==> src/rtl/core/cpfd_pkg.sv <==
// ----------------------------------------------------------------------------
// cpfd_pkg
// types, codes and helpers shared by the control pad frame decoder files
// ----------------------------------------------------------------------------
package cpfd_pkg;

	localparam int unsigned AXIS_W   = 7;
	localparam int unsigned POS_W    = 3;
	localparam int unsigned IN_W     = 8;
	localparam int unsigned REC_W    = 37;
	localparam int unsigned OUT_W    = 40;

	localparam logic [AXIS_W-1:0] AXIS_NEUTRAL = 7'd64;

	// frame position codes
	localparam logic [POS_W-1:0] POS_UNSYNC = 3'd0;
	localparam logic [POS_W-1:0] POS_BYTE1  = 3'd1;
	localparam logic [POS_W-1:0] POS_BYTE2  = 3'd2;
	localparam logic [POS_W-1:0] POS_BYTE3  = 3'd3;
	localparam logic [POS_W-1:0] POS_BYTE4  = 3'd4;
	localparam logic [POS_W-1:0] POS_DONE   = 3'd5;

	// bit in byte 4 that flips the camera select
	localparam int unsigned CAM_SWITCH_BIT = 6;

	typedef logic [1:0] dir_t;

	localparam dir_t DIR_STOP = 2'd0;
	localparam dir_t DIR_ONE  = 2'd1;
	localparam dir_t DIR_TWO  = 2'd2;

	// raw 2-bit direction codes on the wire
	localparam logic [1:0] CODE_ONE = 2'b10;
	localparam logic [1:0] CODE_TWO = 2'b11;

	typedef struct packed {
		logic [AXIS_W-1:0] forward;
		logic [AXIS_W-1:0] yaw;
		logic [AXIS_W-1:0] vertical;
		dir_t              turn;
		dir_t              grip;
		dir_t              thrust;
		logic              lights;
		logic              cam_sel;
		dir_t              pan;
		dir_t              tilt;
		logic              aux;
		logic [POS_W-1:0]  pos;
	} rec_t;

	function automatic dir_t decode_dir(input logic [1:0] code);
		dir_t d;
		case (code)
			CODE_ONE: d = DIR_ONE;
			CODE_TWO: d = DIR_TWO;
			default:  d = DIR_STOP;
		endcase
		return d;
	endfunction

	// neutral record with the given frame position
	function automatic rec_t neutral_rec(input logic [POS_W-1:0] pos);
		rec_t r;
		r.forward  = AXIS_NEUTRAL;
		r.yaw      = AXIS_NEUTRAL;
		r.vertical = AXIS_NEUTRAL;
		r.turn     = DIR_STOP;
		r.grip     = DIR_STOP;
		r.thrust   = DIR_STOP;
		r.lights   = 1'b0;
		r.cam_sel  = 1'b0;
		r.pan      = DIR_STOP;
		r.tilt     = DIR_STOP;
		r.aux      = 1'b0;
		r.pos      = pos;
		return r;
	endfunction

endpackage

==> src/rtl/core/control_pad_frame_decoder_core.sv <==
// ----------------------------------------------------------------------------
// control_pad_frame_decoder_core
// decodes remote-control frame bytes into a full control record per byte
// ----------------------------------------------------------------------------
// usage
//   s_axis carries one received byte per item, bit 0 set marks a frame start
//   m_axis returns one item per input item: the whole control record after
//   that byte is applied, plus the frame position (0 unsynced, 5 complete)
//   path: an accepted byte goes through the input register, then the record
//   register that also holds the decoder state
//   throughput: one item per cycle while m_axis_tready is high, set by the
//   single decode stage between the input register and the record register
//   stall: while a result waits with m_axis_tready low the record holds, one
//   more byte can wait in the input register, then s_axis_tready drops
//   reset: arst_n clears both valid flags and puts the record at neutral
//   (axes 64, all else 0, unsynchronized)
// ----------------------------------------------------------------------------
module control_pad_frame_decoder_core
	import cpfd_pkg::*;
(
	input  logic             clk,
	input  logic             arst_n,
	input  logic             s_axis_tvalid,
	output logic             s_axis_tready,
	input  logic [IN_W-1:0]  s_axis_tdata,  // rx_byte[7:0]
	output logic             m_axis_tvalid,
	input  logic             m_axis_tready,
	// forward_axis[6:0], yaw_axis[13:7], vertical_axis[20:14], arm_turn[22:21],
	// arm_grip[24:23], side_thrust[26:25], lights_on[27], camera_select[28],
	// camera_pan[30:29], camera_tilt[32:31], aux_button[33],
	// frame_position[36:34], zero[39:37]
	output logic [OUT_W-1:0] m_axis_tdata
);

	logic            valid_s1;
	logic [IN_W-1:0] byte_s1;
	logic            out_valid_q;
	rec_t            rec_q;
	rec_t            rec_nxt;
	logic            accept;
	logic            advance;

	// input stage moves on when the record register is free or being drained
	assign advance       = valid_s1 && (!out_valid_q || m_axis_tready);
	assign s_axis_tready = !valid_s1 || advance;
	assign accept        = s_axis_tvalid && s_axis_tready;

	always_ff @(posedge clk or negedge arst_n) begin
		if (!arst_n) begin
			valid_s1 <= 1'b0;
		end else if (accept) begin
			valid_s1 <= 1'b1;
		end else if (advance) begin
			valid_s1 <= 1'b0;
		end
	end

	always_ff @(posedge clk) begin
		if (accept) begin
			byte_s1 <= s_axis_tdata;
		end
	end

	// decoder state and result are the same register: the record changes
	// only when a new result is loaded
	cpfd_decode u_decode (
		.rx_byte (byte_s1),
		.cur     (rec_q),
		.nxt     (rec_nxt)
	);

	always_ff @(posedge clk or negedge arst_n) begin
		if (!arst_n) begin
			out_valid_q <= 1'b0;
			rec_q       <= neutral_rec(POS_UNSYNC);
		end else if (advance) begin
			out_valid_q <= 1'b1;
			rec_q       <= rec_nxt;
		end else if (m_axis_tready) begin
			out_valid_q <= 1'b0;
		end
	end

	assign m_axis_tvalid = out_valid_q;
	assign m_axis_tdata  = {
		{(OUT_W - REC_W){1'b0}},
		rec_q.pos,
		rec_q.aux,
		rec_q.tilt,
		rec_q.pan,
		rec_q.cam_sel,
		rec_q.lights,
		rec_q.thrust,
		rec_q.grip,
		rec_q.turn,
		rec_q.vertical,
		rec_q.yaw,
		rec_q.forward
	};

endmodule

==> src/rtl/core/cpfd_decode.sv <==
// ----------------------------------------------------------------------------
// cpfd_decode
// next control record from the current record and one received byte
// ----------------------------------------------------------------------------
module cpfd_decode
	import cpfd_pkg::*;
(
	input  logic [IN_W-1:0] rx_byte,
	input  rec_t            cur,
	output rec_t            nxt
);

	always_comb begin
		nxt = cur;
		if (rx_byte[0]) begin
			// sync byte always starts a new frame
			nxt.forward = rx_byte[7:1];
			nxt.pos     = POS_BYTE1;
		end else begin
			unique case (cur.pos)
				POS_BYTE1: begin
					nxt.yaw = rx_byte[7:1];
					nxt.pos = POS_BYTE2;
				end
				POS_BYTE2: begin
					nxt.vertical = rx_byte[7:1];
					nxt.pos      = POS_BYTE3;
				end
				POS_BYTE3: begin
					nxt.turn   = decode_dir(rx_byte[7:6]);
					nxt.grip   = decode_dir(rx_byte[5:4]);
					nxt.thrust = decode_dir(rx_byte[3:2]);
					// lights would flip on bit 0, which is clear on this path
					nxt.pos    = POS_BYTE4;
				end
				POS_BYTE4: begin
					nxt.pan     = decode_dir(rx_byte[5:4]);
					nxt.tilt    = decode_dir(rx_byte[3:2]);
					nxt.cam_sel = cur.cam_sel ^ rx_byte[CAM_SWITCH_BIT];
					nxt.pos     = POS_DONE;
				end
				default: begin
					// unsynchronized or past frame end: back to neutral
					nxt = neutral_rec(cur.pos);
				end
			endcase
		end
	end

endmodule

==> config.mk <==
export PLATFORM = sky130hd
export DESIGN_NAME = control_pad_frame_decoder_core
export DESIGN_NICKNAME = d
export VERILOG_FILES = /design/src/rtl/core/cpfd_pkg.sv /design/src/rtl/core/control_pad_frame_decoder_core.sv /design/src/rtl/core/cpfd_decode.sv
export SDC_FILE = /design/constraint.sdc
export NUM_CORES = 1
export LEC_CHECK = 0
export BUFFER_PORTS_ARGS = -buffer_cell sky130_fd_sc_hd__buf_2
export CAP_MARGIN = 10
export CORE_MARGIN = 2
export CORE_UTILIZATION = 40
export DETAILED_ROUTE_END_ITERATION = 12
export PLACE_DENSITY_LB_ADDON = 0.05
export SLEW_MARGIN = 20
export SYNTH_ARGS = -nofsm -noshare
export SYNTH_HDL_FRONTEND = slang
export SYNTH_SLANG_ARGS = --single-unit
==> constraint.sdc <==
create_clock -name clk -period 2 [get_ports clk]
set_input_delay 0.2 -clock clk [delete_from_list [all_inputs] [get_ports clk]]
set_output_delay 0.2 -clock clk [all_outputs]
set_load 0.05 [all_outputs]
==> impl_results.md, run 1 <==
- Post-route insts no fill: 263
- Flops & latches, synth: 45
- Synth Flop Type: dfrtp_1
- Total CTS buffers: 5
- Area contributors post-synth: dfrtp_1 44%, edfxtp_1 12%, a22o_1 7.3%, dfstp_2 4.1%, mux2_4 2.3%
- Pleak: about 1.1 nW
- Outcome: complete, no violations
- CTS tree: done
- Reg2Reg Setup Slack: around 0.18 ns
- Row Count: 25
- Die H: between 70 and 80 µm
- Syn_area_per_cell: 12.5 µm²
- Overflow after GRT: 0
- Setup violations, final: 0
- Ys async rst share: 82.2%
- Critical R2R Launch: m_axis_tdata[34]
- Placed insts: around 250
- Syn Inst Count: 154
- Switching Fraction: 48.3%
- Final period utilization: 91.2%
- P per Cell Area: 1610 nW/µm²
- Simple-gate portion of the synthesized area: 14.0%
- WL final: 4540 µm
- Area growth syn-to-layout: 19.6%
- Largest net degree at the start of global routing: 17
- Drt first-iter violations: ~130
- Vias/cell: 5.40
- Combinational group share of total power: 47.1%
- Fin. max-slew vios: 0
- Switch Pwr: 0.00179 W
- # clock sinks: 45
- Initial antenna violation count: 0
- Die Width: 73.4 µm
- Clk pwr share: ~15%
- Mux cell area share after synthesis: approximately 2.9%
- Largest family of logic cells by synthesized area: compound AO/OA/AOI/OAI gates
- Synth Cell Area: 1930 µm²
- RePlAce Congestion: 0.841
- Finished Cell Area: between 2000 and 2500 µm²
- Worst Setup End Kind: register
- Clk Latency, worst-skew pair: approximately 0.30 ns
- Clock Tree Root: clkbuf_8
- Critical path required time: about 2.2 ns
- Sequential area share after synthesis: 60.7%
- Sequential power share: between 30% and 40%
- Critical Path AT: ~2.0 ns
- R2r endpoint: m_axis_tdata[26]
- Diodes inserted: 0
- Yosys warns: 0
- H-tree levels: 2
- Post-CTS sizing: 0
- Vias: ~1400
- Most frequent cells after synthesis: 34 x dfrtp_1, 16 x a22o_1, 10 x nand2_1
- # DRC: 0
- Synth Area in Compound Gates: 16.4%
- Pint: 0.00192 W
- Die ar.: 5390 µm²
- Drt pass-1 iters: 4
- DP Area: 2210 µm²
- Share of cells above drive strength 1: between 30% and 40%
- Hold Path Cell Cnt: 1
- Vias in the first global route: 1423
- Worst vdd ir: 696 µV
- Dpl hpwl: 3330 µm
- R2R cell count: 4
- Post-route ant nets: 0
- Synth Area in Adders: 0%
- Number of port buffers: 48
- Unrepaired setup endpoints after global routing: false
- Fin. Hold Viols: 0
- Initial Util: 41.1%
- Top cell type's share of synthesized area: 44.2%
- Hold Crit Endpoint: byte_s1[5]
- CP max FO: 12
- Number of distinct library cells after synthesis: 43
- GR Util All Layers: 18.5%
- Clock buffer depth: 2
- Mean routed wirelength per cell: 17.2 µm
- Nets@finish: 220
- MaxCap Viol Count: 0
- Core footprint: ~4700 µm²
- Clk_skew: around 0.011 ns
- HP Start: s_axis_tdata[5]
- First-pass GRT wire length: about 7300 µm
- Clk slew on worst S/H paths: 0.09 ns
- Min Tclk post-route: around 1.8 ns
- Type of origin of the critical path: register
- F_max: approximately 0.55 GHz
- Post-synthesis xor/xnor area fraction: 0%
- Final setup TNS: 0 ns
- Kind of critical path: register to register
- Post-synth EDFFs: 8
- IO Pins: between 50 and 60
- Largest area contributor in the netlist: dfrtp_1
- Most instantiated library cell after synthesis: dfrtp_1
- HP Class: input pin to register
==> metal layers <==
layer  part of all wire [%]  global-route usage [%]  wire [µm]  vias to the layer above
met2                     48                    28.2       2190                       43
li1                       -                       -          -                      655
met5                      0                       0          0                        -
met1                     46                    26.3       2100                      716
met3                    4.2                    4.39        190                        7
met4                    1.3                    6.06         59                        0
==> cell usage in the layout, fill, tap and decap left out, types with 2 or more instances in the layout <==
cell       count
a32o_1         3
o2bb2ai_1      2
a2bb2oi_1      2
inv_1          6
buf_4          6
dfrtp_1       33
a21o_2         2
a22oi_1        4
dfstp_2        3
or2_2          2
nor2b_1        2
nand3b_1       2
clkbuf_8       5
a21oi_1        3
nand4_1        2
nand2_1       10
nand2b_1       5
buf_2         48
o21ai_0        4
nand3_1        2
mux2_4         3
nor3_1         5
and2_1         2
edfxtp_1       8
nor2_1         5
and2b_2        2
conb_1         5
a22o_1        16
==> flip-flops by register name (all words and copies together), names as in the netlist <==
register,count
byte_s1,8
m_axis_tdata,35
m_axis_tvalid,1
valid_s1,1
==> area by class of cell <==
class / instances / area [µm²]
clock buffer: 5 / 68.8
clock inverter: 3 / 20.0
fill: 442 / 2390
inverter: 6 / 22.5
multi-input combinational: 95 / 659
sequential: 45 / 1170
tap: 54 / 67.6
timing repair buffer: 55 / 295
==> worst max-delay path by stage <==
stage	slack, ns	end	cells after the start	start
2_1_floorplan	0.07	m_axis_tdata[21]	6	m_axis_tdata[35]
3_3_place_gp	0.26	m_axis_tdata[21]	4	m_axis_tdata[34]
3_5_place_dp	0.19	m_axis_tdata[26]	4	m_axis_tdata[34]
4_1_cts	0.18	m_axis_tdata[26]	4	m_axis_tdata[34]
5_1_grt	0.08	m_axis_tdata[26]	4	m_axis_tdata[34]
6_report	0.18	m_axis_tdata[26]	4	m_axis_tdata[34]
==> through the flow <==
stage          hold slack (ns)  setup WS [ns]  utilization [%]  power (W)
6_report                0.0719          0.176             49.1    0.00371
5_1_grt                 0.0591         0.0815             49.1    0.00391
4_1_cts                 0.0608          0.179             49.1    0.00375
3_5_place_dp             0.115          0.193             47.0    0.00318
3_3_place_gp             0.101          0.259             47.0    0.00316
2_1_floorplan          -0.0956         0.0724                -    0.00279
==> cell families after synthesis <==
kind of cell / Yosys count
buffers and inverters: 18
AO/OA/AOI/OAI: 40
flip-flops: 45
multiplexers: 4
AND/OR/NAND/NOR: 46
other: 1
==> timing repair <==
action                                  4_1_cts  5_1_grt
endpoints found under the hold margin        11        0
hold buffers                                  1        0
endpoints found under the setup margin        0        0
buffers inserted                              0        0
==> worst max-delay path: stages (launching register included) <==
cell and delay [ns]:
dfrtp_1 0.55, or3b_4 0.25, nand3_4 0.09, or3_1 0.49, mux2_4 0.34
==> power groups by stage <==
stage               combinational (W)  sequential (W)  clock (W)
floorplan                    0.000602         0.00219          0
global placement              0.00175         0.00141          0
detailed placement            0.00176         0.00142          0
CTS                           0.00176         0.00140   0.000580
global route                  0.00185         0.00145   0.000615
finish                        0.00175         0.00140   0.000560
Power figures use the tool's default switching activity.
==> run 2: changes to the inputs <==
CORE_MARGIN = 1.5   (was 2)
==> run 2 against run 1 <==
Maximum frequency grew 2.6%. Sequential cell count did not move. Worst hold slack gained 0.0069 ns. Final area is 0.60% higher. Register-to-register slack improved by 0.05 ns. Global-route usage is 0.41 points lower. Largest power group unchanged.
==> impl_results.md, run 2 (synthesis gave the netlist of run 1 again) <==
- Outcome: complete, no violations
- Type of origin of the critical path: register
- CP Cell Sequence: or3b_4 > nand3_4 > or3_1 > mux2_4
- Clk slew on worst S/H paths: 0.09 ns (about the same)
- Min Tclk post-route: 1.78 ns (-0.0455 ns)
- First-pass GRT wire length: 7090 µm (-3.2%)
- CTS tree: done
- Clock buffer depth: 2 (unchanged)
- Critical path required time: 2.19 ns (about the same)
- RePlAce Congestion: 0.843 (+0.24%)
- GR Util All Layers: 18.1% (-0.41 points)
- Post-CTS sizing: 0 (unchanged)
- F_max: 0.562 GHz (+2.6%)
- Hold Path Cell Cnt: 1 (unchanged)
- IO Pins: 54 (unchanged)
- R2R cell count: 4 (unchanged)
- Nets@finish: 221 (+0.45%)
- Worst vdd ir: 597 µV (-14%)
- Register area: 1170 µm² (unchanged)
- Final setup TNS: 0 ns (unchanged)
- Vias in the first global route: 1373 (-3.5%)
- # DRC: 0 (unchanged)
- Diodes inserted: 0 (unchanged)
- Area growth syn-to-layout: 20.3%
- Largest net degree at the start of global routing: 17 (unchanged)
- Share of cells above drive strength 1: 37.1% (+0.30 points)
- Die Width: 72.4 µm (-1.4%)
- WL final: 4460 µm (-1.6%)
- Worst Setup End Kind: register
- Clk_skew: 0.00632 ns (-0.00440 ns)
- Max stage delay on crit path: 0.48 ns (-0.07 ns)
- Initial antenna violation count: 0 (unchanged)
- Number of port buffers: 48 (unchanged)
- Initial Util: 41.1% (unchanged)
- Vias: 1398 (-1.6%)
- Commonest non-fill, non-tap cell in the layout: buf_2
- Max reg flops: 35 (unchanged)
- Multi-input gate area: 659 µm² (unchanged)
- Final period utilization: 88.9% (-2.3 points)
- Post-CTS setup buffers: 0 (unchanged)
- HP Class: input pin to register
- Kind of critical path: register to register
- Commonest non-fill, non-tap cells in the layout: 48 x buf_2, 33 x dfrtp_1, 16 x a22o_1, 10 x nand2_1, 8 x edfxtp_1
- Post-route ant nets: 0 (unchanged)
- Total CTS buffers: 5 (unchanged)
- Fill cells: 453 (+2.5%)
- Fin. Hold Viols: 0 (unchanged)
- Row Count: 25 (unchanged)
- Setup violations, final: 0 (unchanged)
- Post-CTS Hold Fix Bufs: 1 (unchanged)
- Overflow after GRT: 0 (unchanged)
- Drt pass-1 iters: 4 (unchanged)
- DP Area: 2210 µm² (+0.34%)
- H-tree levels: 2 (unchanged)
- Clock Tree Root: clkbuf_8
- Die ar.: 5240 µm² (-2.7%)
- Clk Latency, worst-skew pair: 0.29 ns (about the same)
- Drt first-iter violations: 95 (-26%)
- Pleak: 1.15 nW (+1.0%)
- P per Cell Area: 1620 nW/µm² (+0.32%)
- MaxCap Viol Count: 0 (unchanged)
- Die H: 72.4 µm (-1.4%)
- Core footprint: 4690 µm² (unchanged)
- Unrepaired setup endpoints after global routing: false
- Vias/cell: 5.30 (-2.0%)
- Critical Path AT: 1.97 ns (-0.03 ns)
- # clock sinks: 45 (unchanged)
- CP max FO: 11 (-1)
- Slowest cell on crit path: or3_1
- Mean routed wirelength per cell: 16.9 µm (-2.0%)
- Finished Cell Area: 2320 µm² (+0.60%)
- Dpl hpwl: 3270 µm (-1.9%)
- Fin. max-slew vios: 0 (unchanged)
-- run 2: changes by cell type in the layout (fill, tap and decap cells not counted) --
cell / change
clkinvlp_4: -1
clkbuf_8: +1
buf_4: +1
-- run 2: area by class of cell --
class / count / area share, %
multi-input combinational: 95 / 28.4
clock buffer: 6 / 3.56
inverter: 6 / 0.971
tap: 54 / 2.91
timing repair buffer: 56 / 13.1
clock inverter: 2 / 0.540
sequential: 45 / 50.5
-- run 2: power by group --
part / switching (W) / internal [W]
logic: 0.00128 / 0.000489
registers: 0.000197 / 0.00120
clock network: 0.000305 / 0.000281
-- run 2: layer usage --
| metal | track usage [%] | wire length [µm] |
|---|---|---|
| met5 | 0 | 0 |
| met4 | 5.03 | 45 |
| met3 | 3.75 | 206 |
| met2 | 29.9 | 2200 |
| met1 | 24.4 | 2010 |
-- run 2: path summary, 6_finish.rpt --
kind / start / endpoint / slack [ns]
worst max-delay path: m_axis_tdata[36] / m_axis_tdata[21] / 0.22
worst min-delay path: s_axis_tdata[2] / byte_s1[2] / 0.08
worst max register to register: m_axis_tdata[36] / m_axis_tdata[21] / 0.22
worst min register to register: m_axis_tdata[6] / m_axis_tdata[6] / 0.48
max in group asynchronous: arst_n / m_axis_tdata[13] / 1.08
min in group asynchronous: arst_n / m_axis_tdata[34] / 0.34
-- run 2: critical path, delay by kind of cell, from the launching register on --
kind | cells | cell delay (ns)
and+or+nand+nor | 3 | 0.87
DFF | 1 | 0.47
muxes | 1 | 0.33
-- run 2: through the flow --
stage	setup slack (ns)	instances	utilization [%]	hold WS [ns]	power, W
final	0.222	264	49.4	0.0787	0.00375
after CTS	0.206	264	49.4	0.0687	0.00379
after global routing	0.151	264	49.4	0.0628	0.00395
after floorplan	0.0724	158	-	-0.0956	0.00279
after detailed placement	0.218	255	47.2	0.133	0.00318
after global placement	0.253	255	47.2	0.125	0.00317
==> run 3: changes to the inputs <==
clock period = 1.5 ns   (was 2 ns; I/O delays follow)
==> run 3 against run 2 <==
The run now ends with setup timing left. Sequential share of layout area fell by 4.4 points. Clock skew barely moved. Via count rose by 2.9%. Clock power rose by 56%.
==> impl_results.md, run 3 (synthesis gave the netlist of run 1 again) <==
- Outcome: complete, but fails checks
- Failing checks: setup timing
- Hold Path Cell Cnt: 1 (unchanged)
- Highest metal used: met4
- Overflow after GRT: 0 (unchanged)
- MaxCap Viol Count: 0 (unchanged)
- Critical Path AT: 1.73 ns (-0.24 ns)
- Worst vdd ir: 889 µV (+49%)
- WL final: 4510 µm (+1.1%)
- # clock sinks: 45 (unchanged)
- Clock buffer depth: 2 (unchanged)
- Critical R2R Launch: m_axis_tdata[36]
- Core footprint: 4690 µm² (unchanged)
- Hold_ws: 0.0178 ns (-0.0609 ns)
- Worst Setup End Kind: register
- Largest net degree at the start of global routing: 23 (+6)
- Post-route insts no fill: 277 (+4.9%)
- Vias: 1438 (+2.9%)
- Die ar.: 5240 µm² (unchanged)
- CP Cell Sequence: or3b_4 > nand3_4 > or3_4 > mux2_4
- H-tree levels: 2 (unchanged)
- Drt first-iter violations: 58 (-39%)
- Share of cells above drive strength 1: 48.4% (+11 points)
- Fin. Hold Viols: 0 (unchanged)
- Critical Path Stages: 4 (unchanged)
- Type of origin of the critical path: register
- Clk_skew: 0.00681 ns (+0.000487 ns)
- First-pass GRT wire length: 7270 µm (+2.6%)
- Setup violations, final: 6 (+6)
- Diodes inserted: 0 (unchanged)
- Max stage delay on crit path: 0.41 ns (-0.07 ns)
- Delay-heaviest family, CP: simple AND/OR/NAND/NOR gates
- Commonest non-fill, non-tap cell in the layout: buf_2
- Vias/cell: 5.19 (-2.0%)
- Clk Latency, worst-skew pair: 0.30 ns (about the same)
- Slowest cell on crit path: dfrtp_2
- Commonest non-fill, non-tap cells in the layout: 48 x buf_2, 30 x dfrtp_1, 18 x buf_4, 16 x a22o_1
- Initial antenna violation count: 0 (unchanged)
- F_max: 0.650 GHz (+16%)
- Die H: 72.4 µm (unchanged)
- WL met1: 2100 µm (+4.7%)
- Tot Pwr: 0.00545 W (+45%)
- Total CTS buffers: 5 (unchanged)
- CP max FO: 4 (-7)
- Placed insts: 266 (+4.3%)
- Fin. max-slew vios: 0 (unchanged)
- Die Width: 72.4 µm (unchanged)
- Setup WS pre-CTS: -0.0948 ns (-0.313 ns)
- Number of port buffers: 48 (unchanged)
- Drt pass-1 iters: 4 (unchanged)
- Row Count: 25 (unchanged)
- Dpl hpwl: 3330 µm (+1.9%)
- Post-route ant nets: 0 (unchanged)
- Clk slew on worst S/H paths: 0.09 ns (about the same)
- Clock Tree Root: clkbuf_8
- Final period utilization: 103% (+14 points)
- Max reg flops: 35 (unchanged)
- Nets@finish: 234 (+5.9%)
- GR Util All Layers: 18.3% (+0.20 points)
- WL met3: 184 µm (-11%)
- # DRC: 0 (unchanged)
- RePlAce Congestion: 0.893 (+5.9%)
- Crit. Startpoint: m_axis_tdata[36]
- P per Cell Area: 2140 nW/µm² (+32%)
- IO Pins: 54 (unchanged)
- Vias in the first global route: 1443 (+5.1%)
- Pleak: 1.25 nW (+9.1%)
- HP Start: s_axis_tdata[3]
- Routed wl met2: 2180 µm (-0.77%)
- R2R cell count: 4 (unchanged)
- Unrepaired setup endpoints after global routing: true
- Fill cells: 414 (-8.6%)
- CTS tree: done
- Initial Util: 41.1% (unchanged)
- Critical path required time: 1.69 ns (-0.50 ns)
- Setup ws final: -0.0389 ns (-0.261 ns)
- Mean routed wirelength per cell: 16.3 µm (-3.6%)
- Worst path buffer plus inverter count: 0 (unchanged)
- HP Class: input pin to register
- Kind of critical path: register to register
- Area growth syn-to-layout: 32.1%
- Min Tclk post-route: 1.54 ns (-0.239 ns)
-- run 3: metal layers --
layer / GRT usage, % / vias up
li1: - / 683
met1: 25.4 / 708
met2: 28.3 / 43
met3: 5.28 / 4
met4: 5.24 / 0
met5: 0 / -
-- run 3: power breakdown --
part / leakage (nW) / internal [W] / total [W] / switching, W
registers: 0.541 / 0.00160 / 0.00184 / 0.000233
clock network: 0.0554 / 0.000500 / 0.000917 / 0.000417
logic: 0.653 / 0.000858 / 0.00269 / 0.00183
total: 1.25 / 0.00296 / 0.00545 / 0.00248
-- run 3: path summary, 6_finish.rpt --
path	to	slack [ns]
min	byte_s1[3]	0.02
min in group asynchronous	m_axis_tdata[0]	0.31
max in group asynchronous	m_axis_tdata[13]	0.67
max	m_axis_tdata[21]	-0.04
max reg2reg	m_axis_tdata[21]	-0.04
min reg2reg	m_axis_tdata[13]	0.48
-- run 3: worst register-to-register path, cell delays in order (launching register included) --
cell and delay, ns:
dfrtp_2 0.41, or3b_4 0.27, nand3_4 0.07, or3_4 0.37, mux2_4 0.30
-- run 3: area by class of cell --
| cell class | count | area (µm²) | area share (%) |
|---|---|---|---|
| clock buffers | 6 | 72.6 | 2.85 |
| clock inverters | 2 | 38.8 | 1.52 |
| inverters | 6 | 22.5 | 0.885 |
| flip-flops and latches | 45 | 1170 | 46.1 |
| well taps | 54 | 67.6 | 2.65 |
| multi-input cells | 95 | 753 | 29.6 |
| repair buffers | 69 | 417 | 16.4 |
-- run 3: what timing repair did --
item                                   4_1_cts  5_1_grt
endpoints found under the hold margin       15        0
resized for setup                           10        5
gates cloned                                 0        0
buffers inserted                             1        1
setup endpoints to repair                   22       28
hold buffers                                 1        0
pin swaps                                    2        3
-- run 3: through the flow --
step / TNS, ns / area (µm²) / utilization, %
finish: -0.126 / 2550 / 54.3
global route: -0.801 / 2550 / 54.3
CTS: -0.213 / 2520 / 53.7
detailed placement: -0.859 / 2350 / 50.0
global placement: -0.514 / 2350 / 50.0
floorplan: -4.76 / 1980 / -
